[src/rtl/core/neighbourhood_filter_3x3_top_defines.svh]
// ----------------------------------------------------------------------------
// neighbourhood filter assertion macros
// concurrent check wrappers, empty when synthesizing
// ----------------------------------------------------------------------------
`ifndef NEIGHBOURHOOD_FILTER_3X3_TOP_DEFINES_SVH
`define NEIGHBOURHOOD_FILTER_3X3_TOP_DEFINES_SVH

`ifndef SYNTHESIS
`define NF3_ASSERT(lbl, prop) \
  lbl: assert property (@(posedge clk_i) disable iff (!rst_ni) (prop)) \
    else $error("nf3 check failed");
`define NF3_ASSERT_IMP(lbl, ante, cons) \
  lbl: assert property (@(posedge clk_i) disable iff (!rst_ni) (ante) |-> (cons)) \
    else $error("nf3 implication failed");
`define NF3_ASSERT_NEXT(lbl, ante, cons) \
  lbl: assert property (@(posedge clk_i) disable iff (!rst_ni) (ante) |=> (cons)) \
    else $error("nf3 next-cycle check failed");
`else
`define NF3_ASSERT(lbl, prop)
`define NF3_ASSERT_IMP(lbl, ante, cons)
`define NF3_ASSERT_NEXT(lbl, ante, cons)
`endif

`endif

[src/rtl/core/nf3_pkg.sv]
// ----------------------------------------------------------------------------
// nf3_pkg
// shared types, constants and kernel arithmetic of the 3x3 filter
// ----------------------------------------------------------------------------
package nf3_pkg;

  localparam int MaxWidthDef = 2048;
  localparam int ChW         = 8;
  localparam int NumCh       = 3;
  localparam int PixW        = ChW * NumCh;
  localparam int RowW        = 12;
  localparam int CfgW        = 12;
  localparam int CfgIdxW     = 2;
  localparam int WinN        = 9;
  localparam int SumW        = 12;

  localparam logic [CfgW-1:0] WidthRst  = 12'd2048;
  localparam logic [CfgW-1:0] HeightRst = 12'd1080;

  // floor(s / 9) for s <= 9 * 255 as (s * 3641) >> 15
  localparam logic [SumW-1:0] Div9Mul   = 12'd3641;
  localparam int              Div9Shift = 15;

  localparam logic [ChW-1:0] ChMax = 8'd255;

  typedef enum logic [CfgIdxW-1:0] {
    CFG_MODE   = 2'd0,
    CFG_WIDTH  = 2'd1,
    CFG_HEIGHT = 2'd2
  } cfg_idx_e;

  typedef logic [PixW-1:0] pixel_t;

  // window entry 3*i+j: row i (0 oldest), column j (2 newest)
  typedef pixel_t [WinN-1:0] win_t;

  typedef struct packed {
    pixel_t          px;
    logic [RowW-1:0] row;
    logic            interior;
    logic            border;
  } meta_t;

  function automatic logic [SumW-1:0] ch_sum(input win_t w, input logic [1:0] k);
    logic [SumW-1:0] s;
    s = '0;
    for (int i = 0; i < WinN; i++) begin
      s = s + SumW'(w[i][ChW*k +: ChW]);
    end
    return s;
  endfunction

  function automatic logic [ChW-1:0] ch_sharpen(input win_t w, input logic [1:0] k);
    logic [10:0] pos;
    logic [9:0]  neg;
    logic [10:0] diff;
    logic [ChW-1:0] res;
    pos  = 11'(w[4][ChW*k +: ChW]) * 11'd5;
    neg  = 10'(w[1][ChW*k +: ChW]) + 10'(w[7][ChW*k +: ChW])
         + 10'(w[3][ChW*k +: ChW]) + 10'(w[5][ChW*k +: ChW]);
    diff = pos - 11'(neg);
    if (11'(neg) > pos) begin
      res = '0;
    end else if (diff > 11'(ChMax)) begin
      res = ChMax;
    end else begin
      res = diff[ChW-1:0];
    end
    return res;
  endfunction

  function automatic logic [ChW-1:0] div9(input logic [SumW-1:0] s);
    logic [2*SumW-1:0] prod;
    prod = (2*SumW)'(s) * (2*SumW)'(Div9Mul);
    return prod[Div9Shift +: ChW];
  endfunction

endpackage

[src/rtl/core/nf3_emit.sv]
// ----------------------------------------------------------------------------
// nf3_emit
// result register, sends interior result then border pass-through
// ----------------------------------------------------------------------------
`include "neighbourhood_filter_3x3_top_defines.svh"

module nf3_emit #(
  parameter int MAX_WIDTH = nf3_pkg::MaxWidthDef,
  localparam int ColW     = $clog2(MAX_WIDTH)
) (
  input  logic                      clk_i,
  input  logic                      rst_ni,
  input  logic                      valid_i,
  output logic                      ready_o,
  input  nf3_pkg::meta_t            meta_i,
  input  logic [ColW-1:0]           col_i,
  input  nf3_pkg::pixel_t           res_i,
  output logic                      valid_o,
  input  logic                      ready_i,
  output nf3_pkg::pixel_t           px_o,
  output logic [nf3_pkg::RowW-1:0]  row_o,
  output logic [ColW-1:0]           col_o,
  output logic                      last_o
);

  logic            v4_q, int_done_q;
  nf3_pkg::meta_t  meta4_q;
  logic [ColW-1:0] col4_q;
  nf3_pkg::pixel_t res4_q;
  logic            pend, fire, load;

  assign pend    = meta4_q.interior && !int_done_q;
  assign last_o  = !pend || !meta4_q.border;
  assign fire    = v4_q && ready_i;
  assign ready_o = !v4_q || (ready_i && last_o);
  assign load    = valid_i && ready_o;

  always_ff @(posedge clk_i or negedge rst_ni) begin
    if (!rst_ni) begin
      v4_q       <= 1'b0;
      int_done_q <= 1'b0;
    end else if (load) begin
      v4_q       <= meta_i.interior || meta_i.border;
      int_done_q <= 1'b0;
    end else if (fire) begin
      if (last_o) begin
        v4_q <= 1'b0;
      end else begin
        int_done_q <= 1'b1;
      end
    end
  end

  always_ff @(posedge clk_i) begin
    if (load) begin
      meta4_q <= meta_i;
      col4_q  <= col_i;
      res4_q  <= res_i;
    end
  end

  assign valid_o = v4_q;
  assign px_o    = pend ? res4_q : meta4_q.px;
  assign row_o   = pend ? meta4_q.row - 1'b1 : meta4_q.row;
  assign col_o   = pend ? col4_q - 1'b1 : col4_q;

  `NF3_ASSERT_IMP(a_split_pair, valid_o && !last_o, meta4_q.interior && meta4_q.border)
  `NF3_ASSERT_NEXT(a_pair_follows, fire && !last_o, valid_o && last_o)

endmodule

[config.mk]
export PLATFORM = sky130hd
export DESIGN_NAME = nf3_emit
export DESIGN_NICKNAME = d
export VERILOG_FILES = /design/src/rtl/core/nf3_pkg.sv /design/src/rtl/core/nf3_emit.sv
export VERILOG_INCLUDE_DIRS = /design/src /design/src/rtl/core
export SDC_FILE = /design/constraint.sdc
export NUM_CORES = 1
export LEC_CHECK = 0
export BUFFER_PORTS_ARGS = -buffer_cell sky130_fd_sc_hd__buf_2
export CORE_AREA = 2 2 89 91
export DETAILED_ROUTE_END_ITERATION = 16
export DIE_AREA = 0 0 91 93
export GPL_TIMING_DRIVEN = 0
export PLACE_DENSITY = 0.82
export RECOVER_POWER = 100
export SLEW_MARGIN = 20
export SYNTH_ARGS = -nofsm -noshare
export SYNTH_HDL_FRONTEND = slang
export SYNTH_SLANG_ARGS = --single-unit
[constraint.sdc]
create_clock -name clk_i -period 3 [get_ports clk_i]
set_input_delay 0.6 -clock clk_i [delete_from_list [all_inputs] [get_ports clk_i]]
set_output_delay 0.6 -clock clk_i [all_outputs]
set_load 0.05 [all_outputs]
==> results.yml, run 1 <==
status:
  outcome: "completed"
pwr:
  internal_power_mw: 1.85
  clockPowerShare: 0.317
  power_switching_mw: 0.843
  p_sw_frac: 0.313
  p_seq_frac: 0.474
  leakage_nw: 1.71
  power_density_nw_per_um2: 659
  combPwrFrac: 0.209
  ir_worst_vdd_mv: 0.484
timing:
  post-route-period-util: 0.923
  drv_slew: 0
  fmax_ghz: 0.361
  tightest_slew_ns: 0.776
  fin_crit_ns: 2.77
  grt_setup_unrepaired: "no"
  holdWs_ns: 0.0304
  timing.slew.headroom: 0.483
  hold_viol: 0
  fin_skew_ns: 0.00830
  finalSetupViolations: 0
  tns_ns: 0
detailed_routing:
  viasPerCell: 4.59
  wl_um: 6550
  detail-route-antenna-nets: 0
  drc: 0
  vias: 2195
  drt_iter0_markers: 127
  detail_route.wl_per_cell_um: 13.7
  firstDrtPassIters: 5
yosys:
  ys.flop_type: "edfxtp_1"
  synthDistinctLibCells: 31
  ys_ff_latch: 75
  postSynthCellCount: 233
  synth-edff-count: 73
  async_reset_ff_frac: 0.0267
  yosysWarnings: 0
  syn_area_per_cell_um2: 13.4
  syn-cell-area_um2: 3130
  synthesis.nets: 312
  ys_seq_area_frac: 0.716
finish:
  layout_common_cells: "buf_2, nand2_1, edfxtp_1, clkbuf_2, clkbuf_1"
  final_common_cell: "buf_2"
  nNetsFinal: 450
  diodes: 0
  drive_gt1_frac: 0.364
  final_util: 0.543
  area_delta_synth_final_pct: 30.4
clock_network:
  clkLatencyLatePin_ns: 0.34
  clk_pin_slew_ns: 0.08
  clkSinkCount: 75
  postCtsSetupBuffers: 0
  ctsHoldBuffers: 0
  root_buffer: "clkbuf_8"
  ctsHtreeMaxLevel: 3
  cts.repair.resized: 0
  cts_buffer_depth: 2
  cts_tree: "built"
  cts_buffers: 9
run:
  drv_cap: 0
worst_setup_path:
  critPathMaxFanout: 10
  cp.required_ns: 2.40
  slowest_delay_ns: 0.50
  critPathArrivalTime_ns: 2.17
  end_kind: "output pin"
  critPathSlowestCell: "dfrtp_1"
  crit_chain: "nand2b_1 > clkbuf_1 > nand2_1 > nand2_1 > clkbuf_1"
  path_class: "reg -> out"
  cp-start-kind: "register"
place:
  dp_hpwl_um: 4760
  gp_congestion: 0.697
  portBuffers: 126
floorplanning:
  die_area_um2: 8460
  die_h_um: 93
  core_area_um2: 7530
  ios: 127
  die_x_um: 91
  rows: 32
  initial_utilization: 0.416
grt:
  grt_pass1_vias: 2260
  met1_usage: 0.197
  grt_max_degree: 64
  grt_use_met3: 0.0419
  grt_pass1_wl_um: 10600
  overflow: 0
  met2_usage: 0.280
  busiest_layer: "met2"
  grtUsageTotal: 0.164
  antenna_found_initial: 0
hold_path:
  hold_path.class: "in -> async"
synth_stat cells, types with 3 or more instances:
cell      number  area (um^2)
nand2_1       81          304
edfxtp_1      73         2190
xnor2_1       14          123
inv_1          9         33.8
o21ai_0        7         35.0
buf_2          5         25.0
nor2_1         5         18.8
nand4_1        4         25.0
nand4b_1       3         26.3
xor2_1         3         26.3
layout make-up:
class,count,area (um^2)
clock buffer,9,124
timing repair buffer,127,614
sequential,75,2240
multi-input combinational,142,796
buffer,7,47.5
tap,102,128
clock inverter,7,98.8
inverter,9,33.8
fill,681,3440
flip-flops by register name (all words and copies together), names as in the netlist:
signal	flops
meta4_q	38
res4_q	24
col4_q	11
int_done_q	1
valid_o	1
path summary, 6_finish.rpt:
path / start / endpoint / slack (ns) / depth (start not counted)
setup / recovery: int_done_q / px_o[20] / 0.23 / 5
hold / removal: rst_ni / int_done_q / 0.03 / 1
setup reg to reg: int_done_q / res4_q[10] / 0.27 / 4
hold reg to reg: meta4_q[0] / int_done_q / 0.61 / 2
max in group asynchronous: rst_ni / valid_o / 2.84 / 1
min in group clk_i: meta_i[29] / meta4_q[29] / 0.43 / 1
per-layer routing:
layer / part of all wire / vias up
met5: 0 / -
met4: 0.024 / 0
met3: 0.061 / 16
met2: 0.49 / 91
met1: 0.42 / 992
li1: - / 1096
logic make-up after synthesis:
family	count (synthesis)	synth area share
fa+ha+maj	2	0.00799
xor+xnor	18	0.0527
simple gates	113	0.181
flops	75	0.716
compound gates	9	0.0156
buf+inv	16	0.0272
power groups by stage:
stage               Sequential [mW]  Combinational [mW]  Clock, mW
finish                         1.28               0.563      0.851
global route                   1.28               0.605      0.921
floorplan                      1.30               0.409          0
global placement               1.30               0.567          0
detailed placement             1.30               0.584          0
CTS                            1.28               0.585      0.883
per-stage QoR:
step | cell area, um^2 | worst slack [ns] | cells | power, mW
5_1_grt | 4080 | 0.0299 | 478 | 2.81
6_report | 4080 | 0.232 | 478 | 2.69
2_1_floorplan | 3130 | 0.0843 | 233 | 1.71
3_5_place_dp | 3920 | 0.664 | 462 | 1.88
3_3_place_gp | 3890 | 0.429 | 461 | 1.86
4_1_cts | 4140 | 0.275 | 478 | 2.74
worst max-delay path: cells and delay by family, from the launching register on:
kind | cells | cell delay [ns]
buffers and inverters | 2 | 0.90
DFF | 1 | 0.50
and+or+nand+nor | 3 | 0.42
No activity file was read; power rests on OpenSTA's default activity.
==> run 2, diff against run 1 <==
--- a/config.mk
+++ b/config.mk
@@ -12,7 +12,6 @@
 export DIE_AREA = 0 0 91 93
 export GPL_TIMING_DRIVEN = 0
 export PLACE_DENSITY = 0.82
-export RECOVER_POWER = 100
 export SLEW_MARGIN = 20
 export SYNTH_ARGS = -nofsm -noshare
 export SYNTH_HDL_FRONTEND = slang
==> run 2 against run 1 <==
- combinational power increased by 3%
- wire length shrank 0.58%
- largest cell class unchanged
- flip-flop and latch count unchanged
- setup slack better by 0.079 ns
- largest power group unchanged
- sequential power barely moved
- via count about the same
- non-clock buffer count is the same
- cell count is the same
==> results.yml, run 2 (same netlist as run 1, synthesis figures left out) <==
grt:
  antenna_found_initial: 0
  grt_pass1_wl_um: 10600
  grt_max_degree: 64
  grtUsageTotal: 0.164
  overflow: 0
  grt_pass1_vias: 2260
worst_setup_path:
  crit_path_end: "row_o[10]"
  critPathArrivalTime_ns: 2.09
  slowest_delay_ns: 0.43
  r2r_start: "int_done_q"
  r2r_cells: 4
  cp.required_ns: 2.40
  cp-start-kind: "register"
  critPathMaxFanout: 3
  reg2reg_slack_ns: 1.11
  cp-startpoint: "meta4_q[2]"
  end_kind: "output pin"
  worstReg2RegEnd: "meta4_q[23]"
  path_class: "reg -> out"
  critPathSlowestCell: "nor4bb_1"
  crit_chain: "inv_1 > ha_1 > nor4bb_1 > nand4b_1 > xnor2_1 > buf_2"
timing:
  drv_slew: 0
  holdWs_ns: 0.0256
  fin_crit_ns: 2.69
  hold_viol: 0
  finalSetupViolations: 0
  tns_ns: 0
  fin_skew_ns: 0.00693
  timing.slew.headroom: 0.706
  post-route-period-util: 0.896
  grt_setup_unrepaired: "no"
  tightest_slew_ns: 0.439
  fmax_ghz: 0.372
pwr:
  leakage_nw: 1.78
  total_power_mw: 2.71
  power_density_nw_per_um2: 654
  ir_worst_vdd_mv: 0.486
detailed_routing:
  detail_route.wl_per_cell_um: 13.6
  wl_um: 6510
  drc: 0
  vias: 2193
  firstDrtPassIters: 4
  detail-route-antenna-nets: 0
  viasPerCell: 4.59
  drt_iter0_markers: 135
clock_network:
  clkLatencyLatePin_ns: 0.34
  root_buffer: "clkbuf_8"
  clkSinkCount: 75
  ctsHtreeMaxLevel: 3
  cts_buffers: 9
  ctsHoldBuffers: 0
  cts.repair.resized: 0
  cts_buffer_depth: 2
  postCtsSetupBuffers: 0
  clk_pin_slew_ns: 0.08
  cts_tree: "built"
finish:
  top_regs: "meta4_q x38, res4_q x24, col4_q x11"
  largest_reg_flops: 38
  fin_cells: 478
  nNetsFinal: 450
  largest_register: "meta4_q"
  layout_common_cells: "buf_2, nand2_1, edfxtp_1, xnor2_1"
  design_area_um2: 4140
  drive_gt1_frac: 0.426
  final_common_cell: "buf_2"
  diodes: 0
  area_delta_synth_final_pct: 32.3
place:
  dpl_cell_area_um2: 3920
  dp_cells: 462
  portBuffers: 126
  gp_congestion: 0.697
  dp_hpwl_um: 4760
floorplanning:
  die_x_um: 91
  die_h_um: 93
  die_area_um2: 8460
  ios: 127
  core_area_um2: 7530
  rows: 32
  initial_utilization: 0.416
run:
  drv_cap: 0
hold_path:
  hold_path.class: "in -> async"
status:
  outcome: "completed"
[run 2: changes by cell type in the layout (fill, tap and decap cells not counted), sizes merged]
| cell | previous run | this run |
|---|---|---|
| buf | 85 | 134 |
| clkbuf | 58 | 9 |
[run 2: final cells by class]
cell class | count | area, um^2
plain buffers | 7 | 51.3
clock buffers | 9 | 124
flip-flops and latches | 75 | 2240
clock inverters | 7 | 98.8
fillers | 663 | 3380
multi-input cells | 142 | 807
inverters | 9 | 33.8
well taps | 102 | 128
repair buffers | 127 | 658
[run 2: metrics by stage]
step / worst slack, ns / utilization
2_1_floorplan: 0.0843 / -
4_1_cts: 0.275 / 0.550
5_1_grt: 0.0536 / 0.550
3_3_place_gp: 0.429 / 0.517
3_5_place_dp: 0.664 / 0.521
6_report: 0.311 / 0.550
[run 2: power by group]
group	internal, mW	leakage, nW	total [mW]	switching (mW)
Sequential	1.24	0.717	1.28	0.0389
Combinational	0.153	0.958	0.578	0.426
Clock	0.474	0.105	0.854	0.381
Total	1.86	1.78	2.71	0.845
[run 2: worst max-delay path: cells and delay by family, from the launching register on]
kind | cells | cell delay, ns
AND/OR/NAND/NOR | 2 | 0.61
flip-flops | 1 | 0.42
buffers and inverters | 2 | 0.38
adder cells (fa/ha/maj) | 1 | 0.19
XOR/XNOR | 1 | 0.15
[run 2: worst min-delay path by stage]
stage | to | cells past startpoint | slack (ns)
3_3_place_gp | valid_o | 1 | 0.39
3_5_place_dp | valid_o | 1 | 0.39
4_1_cts | int_done_q | 1 | 0.004
2_1_floorplan | int_done_q | 0 | 0.30
6_report | int_done_q | 1 | 0.03
5_1_grt | int_done_q | 1 | 0.004
[run 2: routing by layer]
| metal | wire, um | track usage |
|---|---|---|
| met2 | 3250 | 0.280 |
| met1 | 2720 | 0.197 |
| met3 | 380 | 0.0419 |
| met4 | 157 | 0.0758 |
| met5 | 0 | 0 |
