## src/rtl/core/neighbourhood_filter_3x3_top_defines.svh

```systemverilog
// ----------------------------------------------------------------------------
// neighbourhood filter assertion macros
// concurrent check wrappers, empty when synthesizing
// ----------------------------------------------------------------------------
`ifndef NEIGHBOURHOOD_FILTER_3X3_TOP_DEFINES_SVH
`define NEIGHBOURHOOD_FILTER_3X3_TOP_DEFINES_SVH

`ifndef SYNTHESIS
`define NF3_ASSERT(lbl, prop) \
  lbl: assert property (@(posedge clk_i) disable iff (!rst_ni) (prop)) \
    else $error("nf3 check failed");
`define NF3_ASSERT_IMP(lbl, ante, cons) \
  lbl: assert property (@(posedge clk_i) disable iff (!rst_ni) (ante) |-> (cons)) \
    else $error("nf3 implication failed");
`define NF3_ASSERT_NEXT(lbl, ante, cons) \
  lbl: assert property (@(posedge clk_i) disable iff (!rst_ni) (ante) |=> (cons)) \
    else $error("nf3 next-cycle check failed");
`else
`define NF3_ASSERT(lbl, prop)
`define NF3_ASSERT_IMP(lbl, ante, cons)
`define NF3_ASSERT_NEXT(lbl, ante, cons)
`endif

`endif

```

## src/rtl/core/nf3_pkg.sv

```systemverilog
// ----------------------------------------------------------------------------
// nf3_pkg
// shared types, constants and kernel arithmetic of the 3x3 filter
// ----------------------------------------------------------------------------
package nf3_pkg;

  localparam int MaxWidthDef = 2048;
  localparam int ChW         = 8;
  localparam int NumCh       = 3;
  localparam int PixW        = ChW * NumCh;
  localparam int RowW        = 12;
  localparam int CfgW        = 12;
  localparam int CfgIdxW     = 2;
  localparam int WinN        = 9;
  localparam int SumW        = 12;

  localparam logic [CfgW-1:0] WidthRst  = 12'd2048;
  localparam logic [CfgW-1:0] HeightRst = 12'd1080;

  // floor(s / 9) for s <= 9 * 255 as (s * 3641) >> 15
  localparam logic [SumW-1:0] Div9Mul   = 12'd3641;
  localparam int              Div9Shift = 15;

  localparam logic [ChW-1:0] ChMax = 8'd255;

  typedef enum logic [CfgIdxW-1:0] {
    CFG_MODE   = 2'd0,
    CFG_WIDTH  = 2'd1,
    CFG_HEIGHT = 2'd2
  } cfg_idx_e;

  typedef logic [PixW-1:0] pixel_t;

  // window entry 3*i+j: row i (0 oldest), column j (2 newest)
  typedef pixel_t [WinN-1:0] win_t;

  typedef struct packed {
    pixel_t          px;
    logic [RowW-1:0] row;
    logic            interior;
    logic            border;
  } meta_t;

  function automatic logic [SumW-1:0] ch_sum(input win_t w, input logic [1:0] k);
    logic [SumW-1:0] s;
    s = '0;
    for (int i = 0; i < WinN; i++) begin
      s = s + SumW'(w[i][ChW*k +: ChW]);
    end
    return s;
  endfunction

  function automatic logic [ChW-1:0] ch_sharpen(input win_t w, input logic [1:0] k);
    logic [10:0] pos;
    logic [9:0]  neg;
    logic [10:0] diff;
    logic [ChW-1:0] res;
    pos  = 11'(w[4][ChW*k +: ChW]) * 11'd5;
    neg  = 10'(w[1][ChW*k +: ChW]) + 10'(w[7][ChW*k +: ChW])
         + 10'(w[3][ChW*k +: ChW]) + 10'(w[5][ChW*k +: ChW]);
    diff = pos - 11'(neg);
    if (11'(neg) > pos) begin
      res = '0;
    end else if (diff > 11'(ChMax)) begin
      res = ChMax;
    end else begin
      res = diff[ChW-1:0];
    end
    return res;
  endfunction

  function automatic logic [ChW-1:0] div9(input logic [SumW-1:0] s);
    logic [2*SumW-1:0] prod;
    prod = (2*SumW)'(s) * (2*SumW)'(Div9Mul);
    return prod[Div9Shift +: ChW];
  endfunction

endpackage

```

## src/rtl/core/nf3_filter.sv

```systemverilog
// ----------------------------------------------------------------------------
// nf3_filter
// kernel sums and sharpen stage, then blur divide by nine
// ----------------------------------------------------------------------------
module nf3_filter #(
  parameter int MAX_WIDTH = nf3_pkg::MaxWidthDef,
  localparam int ColW     = $clog2(MAX_WIDTH)
) (
  input  logic             clk_i,
  input  logic             rst_ni,
  input  logic             mode_i,
  input  logic             valid_i,
  output logic             ready_o,
  input  nf3_pkg::meta_t   meta_i,
  input  logic [ColW-1:0]  col_i,
  input  nf3_pkg::win_t    win_i,
  output logic             valid_o,
  input  logic             ready_i,
  output nf3_pkg::meta_t   meta_o,
  output logic [ColW-1:0]  col_o,
  output nf3_pkg::pixel_t  res_o
);

  logic                             v2_q, v3_q;
  logic                             ready3;
  nf3_pkg::meta_t                   meta2_q, meta3_q;
  logic [ColW-1:0]                  col2_q, col3_q;
  logic [nf3_pkg::SumW-1:0]         sum_d [nf3_pkg::NumCh];
  logic [nf3_pkg::SumW-1:0]         sum_q [nf3_pkg::NumCh];
  logic [nf3_pkg::ChW-1:0]          shp_d [nf3_pkg::NumCh];
  logic [nf3_pkg::ChW-1:0]          shp_q [nf3_pkg::NumCh];

  assign ready3  = !v3_q || ready_i;
  assign ready_o = !v2_q || ready3;

  always_comb begin
    for (int k = 0; k < nf3_pkg::NumCh; k++) begin
      sum_d[k] = nf3_pkg::ch_sum(win_i, 2'(k));
      shp_d[k] = nf3_pkg::ch_sharpen(win_i, 2'(k));
    end
  end

  always_ff @(posedge clk_i or negedge rst_ni) begin
    if (!rst_ni) begin
      v2_q <= 1'b0;
      v3_q <= 1'b0;
    end else begin
      if (ready_o) begin
        v2_q <= valid_i;
      end
      if (ready3) begin
        v3_q <= v2_q;
      end
    end
  end

  always_ff @(posedge clk_i) begin
    if (ready_o && valid_i) begin
      meta2_q <= meta_i;
      col2_q  <= col_i;
    end
    if (ready3 && v2_q) begin
      meta3_q <= meta2_q;
      col3_q  <= col2_q;
      sum_q   <= sum_d;
      shp_q   <= shp_d;
    end
  end

  always_comb begin
    for (int k = 0; k < nf3_pkg::NumCh; k++) begin
      res_o[nf3_pkg::ChW*k +: nf3_pkg::ChW] = mode_i ? shp_q[k] : nf3_pkg::div9(sum_q[k]);
    end
  end

  assign valid_o = v3_q;
  assign meta_o  = meta3_q;
  assign col_o   = col3_q;

endmodule

```

## config.mk

```make
export PLATFORM = sky130hd
export DESIGN_NAME = nf3_filter
export DESIGN_NICKNAME = d
export VERILOG_FILES = /design/src/rtl/core/neighbourhood_filter_3x3_top_defines.svh /design/src/rtl/core/nf3_pkg.sv /design/src/rtl/core/nf3_filter.sv
export SDC_FILE = /design/constraint.sdc
export NUM_CORES = 1
export LEC_CHECK = 0
export ABC_AREA = 0
export CAP_MARGIN = 20
export CORE_ASPECT_RATIO = 0.5
export CORE_UTILIZATION = 66
export DETAILED_ROUTE_END_ITERATION = 12
export DONT_BUFFER_PORTS = 1
export PLACE_DENSITY = 0.93
export SKIP_LAST_GASP = 1
export SYNTH_ARGS = -nofsm -noshare
export SYNTH_HDL_FRONTEND = slang
export SYNTH_SLANG_ARGS = --single-unit
```

## constraint.sdc

```tcl
create_clock -name clk_i -period 6.77 [get_ports clk_i]
set_input_delay 0.677 -clock clk_i [delete_from_list [all_inputs] [get_ports clk_i]]
set_output_delay 0.677 -clock clk_i [all_outputs]
set_load 0.01 [all_outputs]
```

==> flow_metrics.env, run 1 <==
export IMPL_cts_resized=0
export IMPL_reg2regPathDepth=3
export IMPL_wl_per_cell_um=20.7
export IMPL_rr_startpoint="valid_o$_DFFE_PN0P_"
export IMPL_ff2ff_setup_slack_ns=4.40
export IMPL_grt_pass1_wl_mm=76.2
export IMPL_synth_seq_cells=160
export IMPL_drt_initial_drc_count=846
export IMPL_grt_pass1_vias=15140
export IMPL_fmax_mhz=166
export IMPL_rsz0062_at_grt="false"
export IMPL_dpl_cell_count=2290
export IMPL_numCtsBuffers=17
export IMPL_drc=0
export IMPL_viasPerCell=5.83
export IMPL_start_util_pct=67.6
export IMPL_finalClockSkew_ns=0.0105
export IMPL_ys_warn_count=0
export IMPL_num_fill_cells=1964
export IMPL_portBuffers=0
export IMPL_grt_max_degree=63
export IMPL_drv_cap=0
export IMPL_worstMarginPinSlew_ns=0.813
export IMPL_syn_num_nets=2786
export IMPL_crit_path_start_kind="flop"
export IMPL_tns_ns=0
export IMPL_cts_tree="yes"
export IMPL_gr_total_overflow=0
export IMPL_cpMostUsedCell="fa_1"
export IMPL_synth_top_area_share_pct=29.6
export IMPL_holdWs_ns=0.318
export IMPL_cts_sinks=160
export IMPL_grt_use_total_pct=31.2
export IMPL_hold_viol=0
export IMPL_criticalPathCategory="reg -> out"
export IMPL_chipWidth_um=252
export IMPL_syn_area_mm2=0.0207
export IMPL_core_mm2=0.0306
export IMPL_ys_seq_area_share_pct=23.2
export IMPL_die_h_um=127
export IMPL_fin_nets=2797
export IMPL_grt_antenna_before_repair=2
export IMPL_cpPeakStageDelay_ns=0.52
export IMPL_syn2layout_area_growth_pct=5.42
export IMPL_critical_path_cell_count=15
export IMPL_vias=13558
export IMPL_startpoint="sum_q[25]$_DFFE_PP_"
export IMPL_synth_async_reset_ratio_pct=1.25
export IMPL_drive_gt1_share_pct=2.74
export IMPL_root_buffer="clkbuf_16"
export IMPL_io_pins=345
export IMPL_cts_htree_levels=4
export IMPL_endpoint_kind="primary output"
export IMPL_place_hpwl_mm=42.1
export IMPL_worstSetupEndpoint="res_o[2]"
export IMPL_r2r_end="sum_q[7]$_DFFE_PP_"
export IMPL_final_min_clock_period_ns=6.02
export IMPL_crit_buf_inv=2
export IMPL_wirelength_mm=48.2
export IMPL_ant_nets=0
export IMPL_syn_area_per_cell_um2=11.0
export IMPL_required_ns=6.09
export IMPL_drt_pass1_iterations=5
export IMPL_synth_cell_types=59
export IMPL_yosysTopAreaCell="fa_1"
export IMPL_synth_edf_count=158
export IMPL_slew_violations=0
export IMPL_rows=45
export IMPL_yosysMostFrequentCell="inv_1"
export IMPL_period_share_pct=88.9
export IMPL_synth_flop_cell="edfxtp_1"
export IMPL_die_area_mm2=0.0321
export IMPL_ys_top_cells_by_count="498 x inv_1, 333 x ha_1, 306 x fa_1"
export IMPL_synth_area_top_cells="fa_1 30%, edfxtp_1 23%, ha_1 20%"
export IMPL_hold_class="in -> reg"
export IMPL_path_clk_slew_ns=0.07
export IMPL_gp_congestion=0.937
export IMPL_worstPathArrival_ns=5.34
export IMPL_syn_inst=1877
export IMPL_status="finished clean"
export IMPL_cts_buffer_depth=2
export IMPL_insertion_delay_ns=0.45
export IMPL_layoutNonFillerInstCount=2325
export IMPL_setup_violations_final=0
export IMPL_cp_cell_sequence="fa_1 > ha_1 > inv_1 > fa_1 > fa_1 > inv_1 > fa_1 > ha_1 > a21o_1 > a21o_1 > a211oi_1 > a21oi_1 > a211o_1 > xor2_1 > mux2_2"
export IMPL_crit_slowest_cell="fa_1"
export IMPL_crit_family="adder cells"
export IMPL_slew_headroom_pct=45.8
export IMPL_critPathMaxFanout=3
placed cells by master (no fill, tap or decap), types with 22 or more instances in the layout:
cell	synthesis	final
ha_1	333	333
xor2_1	27	27
o21ai_0	39	39
o21ai_1	22	22
a21oi_1	98	98
xnor2_1	78	78
edfxtp_1	158	158
nor2_1	27	27
a21o_1	44	44
nand2_1	60	60
o21a_1	25	25
inv_1	498	498
fa_1	306	306
cell type report:
type	count	area (um2)	share of cell area, %
clock buffers	17	425	1.95
repair buffers	3	37.5	0.172
inverters	498	1870	8.58
diodes	1	2.50	0.0115
flip-flops and latches	160	4790	22.0
multi-input cells	1208	14000	64.1
clock inverters	15	164	0.752
well taps	423	529	2.43
metrics by stage:
step	instance area, um2	worst slack (ns)	utilization, %
final	21800	0.753	71.3
after global routing	21800	0.526	71.3
after CTS	21800	0.710	71.2
after detailed placement	21200	1.20	69.3
after global placement	21200	1.27	69.3
after floorplan	20700	1.62	-
worst min path at each step:
| stage | start | to | slack, ns | depth (start not counted) |
|---|---|---|---|---|
| 6_report | meta_i[33] | meta2_q[33]$_DFFE_PP_ | 0.32 | 0 |
| 5_1_grt | meta_i[34] | meta2_q[34]$_DFFE_PP_ | 0.29 | 0 |
| 4_1_cts | meta_i[34] | meta2_q[34]$_DFFE_PP_ | 0.30 | 0 |
| 3_5_place_dp | rst_ni | valid_o$_DFFE_PN0P_ | 0.38 | 0 |
| 3_3_place_gp | rst_ni | v2_q$_DFFE_PN0N_ | 0.38 | 0 |
| 2_1_floorplan | rst_ni | v2_q$_DFFE_PN0N_ | 0.38 | 0 |
sequential cells by signal, indices dropped and copies added, names as in the netlist:
name	flops
meta2_q	38
meta_o	38
sum_q	36
shp_q	24
col2_q	11
col_o	11
v2_q	1
valid_o	1
timing repair:
item	in CTS	in global routing
hold endpoints to repair	2	0
hold buffers	1	0
setup buffers	0	0
setup endpoints to repair	0	0
metal layers:
metal  vias to the layer above  part of all wire [%]  track usage [%]
li1                       6081                     -                -
met1                      6707                    37             36.1
met2                       597                    53             56.4
met3                       173                   6.0             6.03
met4                         0                   4.7             14.5
met5                         -                     0                0
logic make-up after synthesis:
group,Yosys count,synth area share (%)
flip-flops,160,23.2
buffers and inverters,509,9.24
AO/OA/AOI/OAI,292,9.13
multiplexers,4,0.212
adder cells (fa/ha/maj),639,49.8
AND/OR/NAND/NOR,168,4.01
XOR/XNOR,105,4.45
Power of run 1 is left out: the tool's default activity adds up to more than one toggle a clock period on the data nets, which glitch-free logic cannot reach.
==> run 2: changes to the inputs <==
- CORE_UTILIZATION: 66 -> 67
- PLACE_DENSITY: 0.93 -> 0.94
==> run 2 against run 1 <==
Worst setup slack better by 0.0035 ns. Sequential cell count unchanged. Sequential share of layout area hardly changed. First-iteration DRC count is 4.6% higher. Clock skew up 0.0043 ns. Critical path type unchanged.
==> flow_metrics.env, run 2 (same netlist as run 1, synthesis figures left out) <==
export IMPL_required_ns=6.09
export IMPL_drc=0
export IMPL_num_fill_cells=1907
export IMPL_grt_pass1_wl_mm=75.0
export IMPL_worstMarginPinSlew_ns=0.795
export IMPL_gp_congestion=0.941
export IMPL_tns_ns=0
export IMPL_rsz0062_at_grt="false"
export IMPL_grt_antenna_before_repair=2
export IMPL_drv_cap=0
export IMPL_core_mm2=0.0303
export IMPL_endpoint_kind="primary output"
export IMPL_min_path_cells=0
export IMPL_grt_max_degree=62
export IMPL_fin_nets=2797
export IMPL_crit_slowest_cell="fa_1"
export IMPL_numCtsBuffers=17
export IMPL_cts_buffer_depth=2
export IMPL_portBuffers=0
export IMPL_die_area_mm2=0.0316
export IMPL_drt_pass1_iterations=5
export IMPL_wirelength_mm=47.3
export IMPL_finalClockSkew_ns=0.0147
export IMPL_chipWidth_um=250
export IMPL_insertion_delay_ns=0.45
export IMPL_grt_use_total_pct=31.0
export IMPL_cpMostUsedCell="fa_1"
export IMPL_post_dp_cell_area_mm2=0.0211
export IMPL_viasPerCell=5.83
export IMPL_die_h_um=126
export IMPL_criticalPathCategory="reg -> out"
export IMPL_path_clk_slew_ns=0.08
export IMPL_hold_viol=0
export IMPL_cts_sinks=160
export IMPL_rows=45
export IMPL_gr_total_overflow=0
export IMPL_cp_cell_sequence="fa_1 > ha_1 > inv_1 > fa_1 > fa_1 > inv_1 > fa_1 > ha_1 > a21o_1 > a2111o_1 > a21oi_2 > o31ai_1 > a221oi_2 > xnor2_1 > o21ai_1"
export IMPL_ff2ff_setup_slack_ns=4.39
export IMPL_status="finished clean"
export IMPL_final_common_cell="inv_1"
export IMPL_crit_path_start_kind="flop"
export IMPL_drive_gt1_share_pct=2.74
export IMPL_final_cell_mix="498 x inv_1, 333 x ha_1, 306 x fa_1"
export IMPL_multi_input_area_mm2=0.0140
export IMPL_place_hpwl_mm=41.0
export IMPL_reg2regPathDepth=3
export IMPL_hold_class="in -> reg"
export IMPL_cpPeakStageDelay_ns=0.53
export IMPL_utilization_pct=71.8
export IMPL_setup_violations_final=0
export IMPL_root_buffer="clkbuf_16"
export IMPL_seqCellArea_mm2=0.00479
export IMPL_io_pins=345
export IMPL_fmax_mhz=166
export IMPL_slew_headroom_pct=47.0
export IMPL_vias=13416
export IMPL_cts_htree_levels=4
export IMPL_syn2layout_area_growth_pct=5.41
export IMPL_cts_tree="yes"
export IMPL_worstPathArrival_ns=5.34
export IMPL_period_share_pct=88.8
export IMPL_wl_per_cell_um=20.6
export IMPL_critPathMaxFanout=3
export IMPL_start_util_pct=68.1
export IMPL_drt_initial_drc_count=885
export IMPL_cts_resized=0
export IMPL_final_min_clock_period_ns=6.01
export IMPL_ant_nets=0
export IMPL_grt_pass1_vias=14772
export IMPL_slew_violations=0
export IMPL_stdcell_area_mm2=0.0218
==> run 2: final cells by class <==
type,instances,area share (%)
Clock buffer,17,1.95
Sequential cell,160,22.0
Clock inverter,15,0.867
Timing Repair Buffer,3,0.172
Antenna cell,2,0.0230
Inverter,498,8.58
Multi-Input combinational cell,1208,64.1
Tap cell,399,2.29
==> run 2: worst paths after layout <==
| check | startpoint | to |
|---|---|---|
| min | meta_i[32] | meta2_q[32]$_DFFE_PP_ |
| max | sum_q[2]$_DFFE_PP_ | res_o[23] |
| min in group asynchronous | rst_ni | v2_q$_DFFE_PN0N_ |
| min reg2reg | col2_q[1]$_DFFE_PP_ | col_o[1]$_DFFE_PP_ |
| max reg2reg | valid_o$_DFFE_PN0P_ | sum_q[2]$_DFFE_PP_ |
| max in group asynchronous | rst_ni | valid_o$_DFFE_PN0P_ |
==> run 2: critical path, delay by kind of cell, from the launching register on <==
| kind | cells | cell delay [ns] |
|---|---|---|
| flops | 1 | 0.49 |
| buf+inv | 2 | 0.12 |
| fa+ha+maj | 6 | 2.67 |
| compound gates | 6 | 1.53 |
| xor+xnor | 1 | 0.09 |
==> run 2: timing repair <==
action | CTS | global route
setup buffers | 0 | 0
hold buffers | 1 | 0
endpoints found under the hold margin | 2 | 0
==> run 2: per-layer routing <==
| metal | vias up | GRT usage [%] | wire length (um) |
|---|---|---|---|
| met4 | 0 | 13.6 | 2060 |
| met1 | 6629 | 35.7 | 17500 |
| met5 | - | 0 | 0 |
| li1 | 6090 | - | - |
| met3 | 165 | 5.44 | 2810 |
| met2 | 532 | 57.1 | 24900 |
==> run 2: metrics by stage <==
| stage | setup slack, ns | cells | hold slack, ns |
|---|---|---|---|
| after CTS | 0.667 | 2299 | 0.298 |
| after detailed placement | 1.17 | 2266 | 0.381 |
| after global placement | 1.27 | 2266 | 0.381 |
| after global routing | 0.409 | 2300 | 0.296 |
| after floorplan | 1.62 | 1877 | 0.381 |
| final | 0.757 | 2302 | 0.311 |
Power of run 2 is left out for the same reason.
==> run 3: changes to the inputs <==
- CTS_BUF_LIST: not set -> sky130_fd_sc_hd__clkbuf_8
==> run 3 against run 2 <==
Sequential share of layout area up 0.19 points. Critical path depth unchanged. Clock skew up 0.0046 ns. Routed wire length down 0.27%.
==> flow_metrics.env, run 3 (same netlist as run 1, synthesis figures left out) <==
export IMPL_utilization_pct=71.2
export IMPL_vias=13453
export IMPL_period_share_pct=89.2
export IMPL_cts_sinks=160
export IMPL_endpoint_kind="primary output"
export IMPL_wirelength_mm=47.2
export IMPL_cts_htree_levels=4
export IMPL_worstMarginPinSlew_ns=0.791
export IMPL_cts_tree="yes"
export IMPL_slew_headroom_pct=47.3
export IMPL_tns_ns=0
export IMPL_final_common_cell="inv_1"
export IMPL_start_util_pct=68.1
export IMPL_slew_violations=0
export IMPL_cts_setup_buffers=0
export IMPL_fmax_mhz=166
export IMPL_final_min_clock_period_ns=6.04
export IMPL_grt_pass1_vias=14671
export IMPL_portBuffers=0
export IMPL_wl_per_cell_um=20.5
export IMPL_criticalPathCategory="reg -> out"
export IMPL_status="finished clean"
export IMPL_worstPathArrival_ns=5.36
export IMPL_numCtsBuffers=17
export IMPL_rows=45
export IMPL_place_hpwl_mm=41.0
export IMPL_drive_gt1_share_pct=2.74
export IMPL_crit_path_start_kind="flop"
export IMPL_fin_nets=2797
export IMPL_drv_cap=0
export IMPL_gp_congestion=0.941
export IMPL_grt_max_degree=62
export IMPL_final_cell_mix="498 x inv_1, 333 x ha_1, 306 x fa_1"
export IMPL_finalClockSkew_ns=0.0194
export IMPL_critPathMaxFanout=4
export IMPL_syn2layout_area_growth_pct=4.50
export IMPL_drt_pass1_iterations=7
export IMPL_grt_antenna_before_repair=4
export IMPL_gr_total_overflow=0
export IMPL_path_clk_slew_ns=0.11
export IMPL_viasPerCell=5.84
export IMPL_grt_pass1_wl_mm=74.8
export IMPL_core_mm2=0.0303
export IMPL_setup_violations_final=0
export IMPL_layoutNonFillerInstCount=2303
export IMPL_drt_initial_drc_count=995
export IMPL_drc=0
export IMPL_chipWidth_um=250
export IMPL_required_ns=6.09
export IMPL_cts_resized=0
export IMPL_hold_viol=0
export IMPL_dpl_cell_count=2266
export IMPL_ant_nets=0
export IMPL_root_buffer="clkbuf_8"
export IMPL_rsz0062_at_grt="false"
export IMPL_hold_class="in -> reg"
export IMPL_cts_buffer_depth=2
export IMPL_holdWs_ns=0.265
export IMPL_grt_use_total_pct=30.9
export IMPL_io_pins=345
export IMPL_insertion_delay_ns=0.50
export IMPL_die_area_mm2=0.0316
export IMPL_die_h_um=126
## run 3: area by class of cell
type,instances,area [um2]
diodes,3,7.51
clock buffers,17,234
clock inverters,15,189
fillers,1956,8740
inverters,498,1870
multi-input cells,1208,14000
flip-flops and latches,160,4790
well taps,399,499
repair buffers,3,37.5
## run 3: critical path: stages (launching register included)
cell	delay, ns
edfxtp_1	0.50
fa_1	0.52
ha_1	0.32
inv_1	0.06
fa_1	0.48
fa_1	0.53
inv_1	0.06
fa_1	0.47
ha_1	0.32
nand3_1	0.07
a21oi_1	0.20
a21oi_2	0.10
o31ai_1	0.60
a21oi_1	0.19
xor2_1	0.19
o21ai_1	0.28
## run 3: worst paths after layout
path | from | end | slack, ns | cells after the start
worst max-delay path | sum_q[7]$_DFFE_PP_ | res_o[20] | 0.73 | 15
worst min-delay path | col_i[9] | col2_q[9]$_DFFE_PP_ | 0.27 | 0
worst max register to register | valid_o$_DFFE_PN0P_ | sum_q[6]$_DFFE_PP_ | 4.39 | 3
worst min register to register | meta2_q[1]$_DFFE_PP_ | meta_o[1]$_DFFE_PP_ | 0.43 | 0
max in group asynchronous | rst_ni | v2_q$_DFFE_PN0N_ | 6.26 | 1
min in group asynchronous | rst_ni | valid_o$_DFFE_PN0P_ | 0.39 | 1
## run 3: layer usage
layer | GRT usage [%] | vias up | share of wire [%]
met5 | 0 | - | 0.028
met4 | 12.6 | 2 | 4.1
met3 | 5.87 | 177 | 6.7
met2 | 56.9 | 556 | 53
met1 | 35.7 | 6635 | 36
li1 | - | 6083 | -
## run 3: timing repair
item,CTS,global route
hold buffers,1,0
endpoints found under the hold margin,2,0
endpoints found under the setup margin,0,0
## run 3: stage by stage
stage | setup WS, ns | area (um2)
finish | 0.732 | 21600
global route | 0.348 | 21600
CTS | 0.618 | 21600
detailed placement | 1.17 | 21100
global placement | 1.27 | 21100
floorplan | 1.62 | 20700
Power of run 3 is left out for the same reason.
